## src/sv/dlrt_pkg.sv

```systemverilog
// dlrt_pkg: shared types and constants of the delta-list retransmit timer queue
// operation, result kind and sequencer state encodings, slot sizing, reset values
// no dependencies
package dlrt_pkg;

  localparam int SLOT_COUNT     = 8;
  localparam int SLOT_AW        = 3;
  localparam int CNT_W          = 4;
  localparam int ENTRY_ID_W     = 3;
  localparam int TIMEOUT_W      = 8;
  localparam int ID_BITS_DEF    = 3;
  localparam int DELTA_BITS_DEF = 8;

  localparam logic [TIMEOUT_W-1:0] TIMEOUT_RST = 8'd5;

  typedef enum logic [1:0] {
    OP_TICK   = 2'd0,
    OP_START  = 2'd1,
    OP_CANCEL = 2'd2
  } op_t;

  typedef enum logic [1:0] {
    KIND_ACK     = 2'd0,
    KIND_EXPIRED = 2'd1,
    KIND_MISS    = 2'd2
  } kind_t;

  typedef enum logic [2:0] {
    ST_IDLE,
    ST_SEARCH,
    ST_SHIFT,
    ST_SUM,
    ST_TICK,
    ST_CHECK,
    ST_FINISH
  } state_t;

endpackage

```

## src/sv/delta_list_retransmit_timers.sv

```systemverilog
// delta_list_retransmit_timers: up to eight retransmit timers kept as a delta list
// holds the slot register file, the sequencer and its shared adder
// depends on dlrt_pkg
//
// Input channel in_*: in_tuser carries the operation (tick, start, cancel), in_tdata
// the timer id. Every input gives one or more results on out_*; out_tlast marks the
// final result of an input. Expired timers come out one transfer each, in order.
// cfg_*: writes the timeout in ticks; it is always ready and should be written only
// while the block is idle.
// An input is held by a small sequencer that steps one slot per cycle through a
// single slot read port and one shared adder. Its steps for each input:
//   start:  search, remove an old entry, sum the deltas, append
//   cancel: search, then shift the tail down
//   tick:   finish at once on an empty queue, else decrement the head delta,
//           then remove each expired timer from the head
// in_tready is high only between inputs.
// Results leave through an output register, so the next input is taken while the
// last result still waits; a stalled receiver holds the sequencer only when it has
// another result to hand over.
// Reset empties the queue and sets the timeout to five ticks; slot contents are
// not cleared, since only slots below the occupancy are read.
module delta_list_retransmit_timers
  import dlrt_pkg::*;
#(
  parameter int ID_BITS    = ID_BITS_DEF,
  parameter int DELTA_BITS = DELTA_BITS_DEF
) (
  input  logic       clk,
  input  logic       rst_n,
  input  logic       in_tvalid,
  output logic       in_tready,
  input  logic [7:0] in_tdata,   // [2:0] entry_id, [7:3] zero
  input  logic [1:0] in_tuser,   // [1:0] opcode
  output logic       out_tvalid,
  input  logic       out_tready,
  output logic [7:0] out_tdata,  // [2:0] expired_id, [6:3] live_count, [7] zero
  output logic [1:0] out_tuser,  // [1:0] kind
  output logic       out_tlast,  // last
  input  logic       cfg_valid,
  output logic       cfg_ready,
  input  logic [7:0] cfg_data    // [7:0] timeout_ticks
);

  localparam int SUM_W = (DELTA_BITS + 3 > TIMEOUT_W) ? DELTA_BITS + 3 : TIMEOUT_W;
  localparam logic [DELTA_BITS-1:0] DELTA_MAX = {DELTA_BITS{1'b1}};
  localparam logic [ENTRY_ID_W-1:0] IN_ID_MASK =
    (ID_BITS >= ENTRY_ID_W) ? {ENTRY_ID_W{1'b1}} : ENTRY_ID_W'((1 << ID_BITS) - 1);

  // slot register file: one read port, one write port
  logic [ID_BITS-1:0]    slot_ids_r    [SLOT_COUNT];
  logic [DELTA_BITS-1:0] slot_deltas_r [SLOT_COUNT];

  state_t                state_r, state_nxt;
  logic [CNT_W-1:0]      idx_r, idx_nxt;
  logic [CNT_W-1:0]      occ_r, occ_nxt;
  logic                  first_r, first_nxt;
  logic [DELTA_BITS-1:0] held_r, held_nxt;
  logic [SUM_W-1:0]      sum_r, sum_nxt;
  op_t                   op_r, op_nxt;
  logic [ID_BITS-1:0]    id_r, id_nxt;
  kind_t                 res_kind_r, res_kind_nxt;
  logic [ID_BITS-1:0]    res_id_r, res_id_nxt;
  logic                  pend_r, pend_nxt;
  logic [TIMEOUT_W-1:0]  timeout_r;

  logic                  out_valid_r;
  kind_t                 out_kind_r;
  logic [ENTRY_ID_W-1:0] out_id_r;
  logic [CNT_W-1:0]      out_cnt_r;
  logic                  out_last_r;

  logic                  out_load;
  kind_t                 out_kind_nxt;
  logic [ENTRY_ID_W-1:0] out_id_nxt;
  logic                  out_last_nxt;
  logic                  out_free;

  logic [SLOT_AW-1:0]    rd_addr;
  logic [ID_BITS-1:0]    rd_id;
  logic [DELTA_BITS-1:0] rd_delta;
  logic                  wr_en;
  logic [SLOT_AW-1:0]    wr_addr;
  logic [ID_BITS-1:0]    wr_id;
  logic [DELTA_BITS-1:0] wr_delta;

  logic [SUM_W-1:0]      add_a, add_b, add_y;
  logic [DELTA_BITS-1:0] fold_sat;
  logic [SUM_W-1:0]      remain;
  logic [DELTA_BITS-1:0] new_delta;
  logic [ID_BITS-1:0]    in_id;
  logic [CNT_W-1:0]      idx_inc;

  assign in_id    = ID_BITS'(in_tdata[ENTRY_ID_W-1:0] & IN_ID_MASK);
  assign out_free = !out_valid_r || out_tready;
  assign idx_inc  = idx_r + CNT_W'(1);

  // shift steps read the slot above the one being written
  assign rd_addr  = (state_r == ST_SHIFT) ? idx_inc[SLOT_AW-1:0] : idx_r[SLOT_AW-1:0];
  assign rd_id    = slot_ids_r[rd_addr];
  assign rd_delta = slot_deltas_r[rd_addr];

  // shared adder: running delta sum, or fold of a removed delta into its successor
  assign add_a    = (state_r == ST_SUM) ? sum_r : SUM_W'(held_r);
  assign add_b    = SUM_W'(rd_delta);
  assign add_y    = add_a + add_b;
  assign fold_sat = (add_y > SUM_W'(DELTA_MAX)) ? DELTA_MAX : add_y[DELTA_BITS-1:0];

  assign remain    = (SUM_W'(timeout_r) > sum_r) ? SUM_W'(timeout_r) - sum_r : '0;
  assign new_delta = (remain > SUM_W'(DELTA_MAX)) ? DELTA_MAX : remain[DELTA_BITS-1:0];

  always_comb begin
    state_nxt    = state_r;
    idx_nxt      = idx_r;
    occ_nxt      = occ_r;
    first_nxt    = first_r;
    held_nxt     = held_r;
    sum_nxt      = sum_r;
    op_nxt       = op_r;
    id_nxt       = id_r;
    res_kind_nxt = res_kind_r;
    res_id_nxt   = res_id_r;
    pend_nxt     = pend_r;
    out_load     = 1'b0;
    out_kind_nxt = KIND_ACK;
    out_id_nxt   = '0;
    out_last_nxt = 1'b0;
    wr_en        = 1'b0;
    wr_addr      = idx_r[SLOT_AW-1:0];
    wr_id        = rd_id;
    wr_delta     = rd_delta;
    in_tready    = 1'b0;

    unique case (state_r)
      ST_IDLE: begin
        in_tready = 1'b1;
        if (in_tvalid) begin
          id_nxt       = in_id;
          idx_nxt      = '0;
          pend_nxt     = 1'b0;
          res_kind_nxt = KIND_ACK;
          res_id_nxt   = '0;
          unique case (op_t'(in_tuser))
            OP_TICK: begin
              op_nxt    = OP_TICK;
              state_nxt = (occ_r == '0) ? ST_FINISH : ST_TICK;
            end
            OP_START: begin
              op_nxt    = OP_START;
              state_nxt = ST_SEARCH;
            end
            OP_CANCEL: begin
              op_nxt    = OP_CANCEL;
              state_nxt = ST_SEARCH;
            end
            default: begin
              op_nxt    = OP_TICK;
              state_nxt = ST_FINISH;
            end
          endcase
        end
      end

      ST_SEARCH: begin
        if (idx_r == occ_r) begin
          if (op_r == OP_CANCEL) begin
            res_kind_nxt = KIND_MISS;
            state_nxt    = ST_FINISH;
          end else begin
            idx_nxt   = '0;
            sum_nxt   = '0;
            state_nxt = ST_SUM;
          end
        end else if (rd_id == id_r) begin
          held_nxt  = rd_delta;
          first_nxt = 1'b1;
          state_nxt = ST_SHIFT;
        end else begin
          idx_nxt = idx_inc;
        end
      end

      // remove slot idx: move every later slot down by one, one per cycle
      ST_SHIFT: begin
        if (idx_inc < occ_r) begin
          wr_en     = 1'b1;
          wr_delta  = first_r ? fold_sat : rd_delta;
          first_nxt = 1'b0;
          idx_nxt   = idx_inc;
        end else begin
          occ_nxt = occ_r - CNT_W'(1);
          idx_nxt = '0;
          sum_nxt = '0;
          unique case (op_r)
            OP_TICK:   state_nxt = ST_CHECK;
            OP_START:  state_nxt = ST_SUM;
            default:   state_nxt = ST_FINISH;
          endcase
        end
      end

      ST_SUM: begin
        if (idx_r == occ_r) begin
          if (occ_r < CNT_W'(SLOT_COUNT)) begin
            wr_en    = 1'b1;
            wr_addr  = occ_r[SLOT_AW-1:0];
            wr_id    = id_r;
            wr_delta = new_delta;
            occ_nxt  = occ_r + CNT_W'(1);
          end
          state_nxt = ST_FINISH;
        end else begin
          sum_nxt = add_y;
          idx_nxt = idx_inc;
        end
      end

      ST_TICK: begin
        if (rd_delta != '0) begin
          wr_en    = 1'b1;
          wr_delta = rd_delta - DELTA_BITS'(1);
        end
        state_nxt = ST_CHECK;
      end

      // an expiry is held back until it is known whether another one follows
      ST_CHECK: begin
        if (occ_r != '0 && rd_delta == '0) begin
          if (!pend_r || out_free) begin
            if (pend_r) begin
              out_load     = 1'b1;
              out_kind_nxt = KIND_EXPIRED;
              out_id_nxt   = ENTRY_ID_W'(res_id_r);
            end
            pend_nxt     = 1'b1;
            res_kind_nxt = KIND_EXPIRED;
            res_id_nxt   = rd_id;
            held_nxt     = '0;
            first_nxt    = 1'b1;
            state_nxt    = ST_SHIFT;
          end
        end else begin
          state_nxt = ST_FINISH;
        end
      end

      ST_FINISH: begin
        if (out_free) begin
          out_load     = 1'b1;
          out_kind_nxt = res_kind_r;
          out_id_nxt   = (res_kind_r == KIND_EXPIRED) ? ENTRY_ID_W'(res_id_r) : '0;
          out_last_nxt = 1'b1;
          state_nxt    = ST_IDLE;
        end
      end

      default: state_nxt = ST_IDLE;
    endcase
  end

  always_ff @(posedge clk) begin
    if (!rst_n) begin
      state_r     <= ST_IDLE;
      occ_r       <= '0;
      pend_r      <= 1'b0;
      out_valid_r <= 1'b0;
      timeout_r   <= TIMEOUT_RST;
    end else begin
      state_r <= state_nxt;
      occ_r   <= occ_nxt;
      pend_r  <= pend_nxt;
      if (out_load) begin
        out_valid_r <= 1'b1;
      end else if (out_tready) begin
        out_valid_r <= 1'b0;
      end
      if (cfg_valid) begin
        timeout_r <= cfg_data;
      end
    end
  end

  always_ff @(posedge clk) begin
    idx_r      <= idx_nxt;
    first_r    <= first_nxt;
    held_r     <= held_nxt;
    sum_r      <= sum_nxt;
    op_r       <= op_nxt;
    id_r       <= id_nxt;
    res_kind_r <= res_kind_nxt;
    res_id_r   <= res_id_nxt;
    if (out_load) begin
      out_kind_r <= out_kind_nxt;
      out_id_r   <= out_id_nxt;
      out_cnt_r  <= occ_nxt;
      out_last_r <= out_last_nxt;
    end
    if (wr_en) begin
      slot_ids_r[wr_addr]    <= wr_id;
      slot_deltas_r[wr_addr] <= wr_delta;
    end
  end

  assign cfg_ready  = 1'b1;
  assign out_tvalid = out_valid_r;
  assign out_tuser  = out_kind_r;
  assign out_tdata  = {1'b0, out_cnt_r, out_id_r};
  assign out_tlast  = out_last_r;

  // a result that is not the last of its input is always an expiry
  a_not_last_is_expiry: assert property (@(posedge clk) disable iff (!rst_n)
    out_tvalid && !out_tlast |-> out_tuser == KIND_EXPIRED)
    else $error("non-final result that is not an expiry");

  a_id_zero_unless_expiry: assert property (@(posedge clk) disable iff (!rst_n)
    out_tvalid && out_tuser != KIND_EXPIRED |-> out_tdata[2:0] == '0)
    else $error("expired_id set on a result that is not an expiry");

  a_occ_bound: assert property (@(posedge clk) disable iff (!rst_n)
    occ_r <= CNT_W'(SLOT_COUNT))
    else $error("occupancy above slot count");

  a_occ_step: assert property (@(posedge clk) disable iff (!rst_n)
    $past(rst_n) |-> occ_r == $past(occ_r) || occ_r == $past(occ_r) + CNT_W'(1)
      || occ_r == $past(occ_r) - CNT_W'(1))
    else $error("occupancy moved by more than one slot");

  a_busy_after_accept: assert property (@(posedge clk) disable iff (!rst_n)
    in_tvalid && in_tready |=> !in_tready)
    else $error("input taken while the previous one is in work");

endmodule
```

## config.mk

```make
export PLATFORM = sky130hd
export DESIGN_NAME = delta_list_retransmit_timers
export DESIGN_NICKNAME = d
export VERILOG_FILES = /design/src/sv/dlrt_pkg.sv /design/src/sv/delta_list_retransmit_timers.sv
export SDC_FILE = /design/constraint.sdc
export NUM_CORES = 1
export LEC_CHECK = 0
export BUFFER_PORTS_ARGS = -buffer_cell sky130_fd_sc_hd__buf_2
export CORE_ASPECT_RATIO = 0.5
export CORE_UTILIZATION = 23
export DETAILED_ROUTE_END_ITERATION = 8
export GPL_TIMING_DRIVEN = 0
export PLACE_DENSITY = 0.45
export SYNTH_ARGS = -nofsm -noshare
export SYNTH_HDL_FRONTEND = slang
export SYNTH_SLANG_ARGS = --single-unit
```

## constraint.sdc

```tcl
create_clock -name clk -period 10.25 [get_ports clk]
set_clock_uncertainty 0.1 [all_clocks]
set_input_delay 2.05 -clock clk [delete_from_list [all_inputs] [get_ports clk]]
set_output_delay 2.05 -clock clk [all_outputs]
set_load 0.1 [all_outputs]
```

==> results.yml <==
grt:
  antenna_found_initial: 0
  gr-usage-met2_pct: 22.2
  grtUsageMet3_pct: 1.64
  grt-busiest-layer: "met2"
  grt_max_degree: 18
  grt_pass1_vias: 6249
  grt_pass1_wl_mm: 37.0
  use_met1_pct: 17.7
  grt_overflow: 0
  track_usage_pct: 13.1
place:
  numPortBuffers: 28
  gp_congestion: 0.860
  dp_hpwl_mm: 17.8
  dp_cells: 1293
floorplanning:
  die_area_sq_um: 37600
  num_rows: 49
  fp.coreArea_sq_um: 36000
  fp.dieW_microns: 273
  die_h_microns: 138
  initial_core_util_pct: 23.5
  ios: 37
route:
  drt_iter0_drc: 588
  dr.pass1.iters: 7
  vias_per_cell: 4.81
  post-route-drc-count: 0
  wirelength_mm: 24.2
  vias: 6374
  wl_per_cell_microns: 18.2
  ant_nets: 0
timing:
  slew_violations: 0
  relSlewSlack_pct: 9.22
  finalSetupViolations: 0
  fin_crit_sh_pct: 61.8
  fmax_mhz: 158
  fin_setup_tns_ns: 0
  finalHoldViolCount: 0
  tightest_slew_ns: 1.36
  rsz0062_at_grt: "no"
  post-route-min-period_ns: 6.34
worst_hold_path:
  min_to: "timeout_r[2]$_SDFFE_PN1P_"
  hold_path.class: "flip-flop to flip-flop"
  worstHoldStart: "timeout_r[2]$_SDFFE_PN1P_"
  whs_path_depth: 2
clock_network:
  post_cts_buffers: 0
  root_buffer: "clkbuf_16"
  clock_latency_ns: 0.44
  cts_buffers: 17
  cts_sinks: 149
  ctsHoldBuffers: 0
  htreeDepth: 4
  cts_tree: "yes"
  path_clk_slew_ns: 0.07
  cts_resized: 0
  clk_path_buf_depth: 2
logic_synthesis:
  synthTopCellsByArea: "edfxtp_1, ha_1, dfxtp_1"
  synthArstFlopShare_pct: 0
  postSynthNetCount: 827
  yosysWarningCount: 0
  postSynthCellCount: 774
  synth_top_flop_cell: "edfxtp_1"
  synth_top_area_share_pct: 46.9
  syn-cell-area_sq_um: 8460
  ys_seq_area_share_pct: 50.9
  synth_seq_cells: 149
  syn_area_per_cell_sq_um: 10.9
  synth_edf_count: 132
  yosys.area.top_type: "edfxtp_1"
  yosys.cell_types.count: 76
finish:
  final_common_cell: "edfxtp_1"
  layout_common_cells: "edfxtp_1, nor2_1, nand2_1"
  diodes: 0
  fin_nets: 881
  stdcell_count: 1325
  layout-drive-gt1-share_pct: 14.5
  area_growth_pct: 17.3
worst_setup_path:
  worstPathRequired_ns: 10.27
  rr_worst_depth: 19
  end_kind: "flip-flop"
  r2r_end: "slot_deltas_r[7][1]$_DFFE_PP_"
  r2r_slack_ns: 3.91
  cp_max_fo: 10
  r2r_start: "idx_r[0]$_DFFE_PP_"
  cp.arrival_ns: 6.36
  path_class: "flip-flop to flip-flop"
  start_kind: "flip-flop"
power:
  pwr_density_cell_nw_per_um2: 372
  ir_worst_vdd_uv: 134
  leakagePower_nw: 3.51
  totalPowerFinal_mw: 3.69
job:
  cap_violations: 0
outcome:
  outcome: "complete, no violations"
## area by class of cell
| class | instances | area, sq um |
|---|---|---|
| clock buffer | 17 | 425 |
| buffer | 37 | 160 |
| multi-input combinational | 547 | 3870 |
| clock inverter | 15 | 183 |
| inverter | 41 | 154 |
| sequential | 149 | 4300 |
| timing repair buffer | 35 | 216 |
| fill | 3781 | 26100 |
| tap | 484 | 606 |
## sequential cells by signal (all words and copies together) (netlist names), 3 cells and up
| name | count |
|---|---|
| slot_deltas_r | 64 |
| sum_r | 11 |
| id_r | 3 |
| out_cnt_r | 4 |
| out_id_r | 3 |
| state_r | 3 |
| idx_r | 4 |
| occ_r | 4 |
| slot_ids_r | 24 |
| res_id_r | 3 |
| held_r | 8 |
| timeout_r | 8 |
## kinds of logic (layout without fill, tap and decap cells)
logic type / count (synthesis) / after routing / share of synthesized area, %
other: 2 / 2 / 0.0888
adder cells (fa/ha/maj): 30 / 30 / 4.61
XOR/XNOR: 28 / 28 / 2.90
buffers and inverters: 78 / 145 / 3.71
flip-flops: 149 / 149 / 50.9
AO/OA/AOI/OAI: 174 / 174 / 14.7
AND/OR/NAND/NOR: 267 / 267 / 15.7
multiplexers: 46 / 46 / 7.40
## critical path: stages (launching register included)
cell	delay (ns)
edfxtp_1	0.54
ha_1	0.38
buf_2	0.24
buf_1	0.63
clkbuf_1	0.48
mux2i_1	0.25
mux2i_1	0.09
o2111ai_1	0.26
o31ai_1	0.27
ha_1	0.33
inv_1	0.07
fa_1	0.19
nand2b_1	0.13
a21oi_1	0.07
a211o_1	0.31
o31ai_1	0.42
a32oi_1	0.22
nor2_1	0.32
a221oi_1	0.12
or3_1	0.57
## per-layer routing
layer  share of wire [%]  routed length [microns]  vias up
met3                 4.2                     1010       27
met5                   0                        0        -
li1                    -                        -     3011
met4                 1.2                      293        0
met1                  48                    11600     3168
met2                  47                    11200      168
## through the flow
stage | setup WS [ns] | instance area [sq um] | util, % | hold WS [ns]
global route | 3.53 | 9920 | 27.5 | 0.442
floorplan | 5.37 | 8460 | - | 0.346
CTS | 3.91 | 9920 | 27.5 | 0.405
detailed placement | 3.91 | 9310 | 25.8 | 0.387
finish | 3.91 | 9920 | 27.5 | 0.397
global placement | 3.31 | 9210 | 25.5 | 0.380
## cell usage after synthesis (7+ instances only)
| cell | instances |
|---|---|
| o211ai_1 | 9 |
| o21a_1 | 8 |
| edfxtp_1 | 132 |
| xor2_1 | 15 |
| nand2b_1 | 11 |
| clkbuf_1 | 25 |
| nand2_1 | 64 |
| mux4_2 | 12 |
| ha_1 | 28 |
| inv_1 | 39 |
| nor2_1 | 71 |
| or2_2 | 8 |
| and2_1 | 17 |
| nor2b_1 | 20 |
| dfxtp_1 | 17 |
| xnor2_1 | 13 |
| mux2_2 | 7 |
| or3_1 | 7 |
| mux2i_1 | 25 |
| o21ai_0 | 34 |
| o221ai_1 | 12 |
| a21oi_1 | 28 |
| o22ai_1 | 18 |
| nand3_1 | 12 |
| nor3_1 | 27 |
## power by group
group	total, mW	switching (mW)	leakage (nW)	internal, mW
registers	1.02	0.0627	1.35	0.961
logic	2.02	1.35	1.87	0.676
clock network	0.648	0.298	0.291	0.350
total	3.69	1.71	3.51	1.99
## how the worst max path moves through the flow
| stage | from | to | slack (ns) |
|---|---|---|---|
| 2_1_floorplan | state_r[2]$_SDFFE_PN0P_ | in_tready | 5.37 |
| 3_3_place_gp | idx_r[0]$_DFFE_PP_ | slot_deltas_r[1][6]$_DFFE_PP_ | 3.31 |
| 3_5_place_dp | idx_r[0]$_DFFE_PP_ | slot_deltas_r[4][1]$_DFFE_PP_ | 3.91 |
| 4_1_cts | idx_r[0]$_DFFE_PP_ | slot_deltas_r[4][1]$_DFFE_PP_ | 3.91 |
| 5_1_grt | idx_r[0]$_DFFE_PP_ | slot_deltas_r[4][1]$_DFFE_PP_ | 3.53 |
| 6_report | idx_r[0]$_DFFE_PP_ | slot_deltas_r[7][1]$_DFFE_PP_ | 3.91 |
Power figures use the tool's default switching activity.
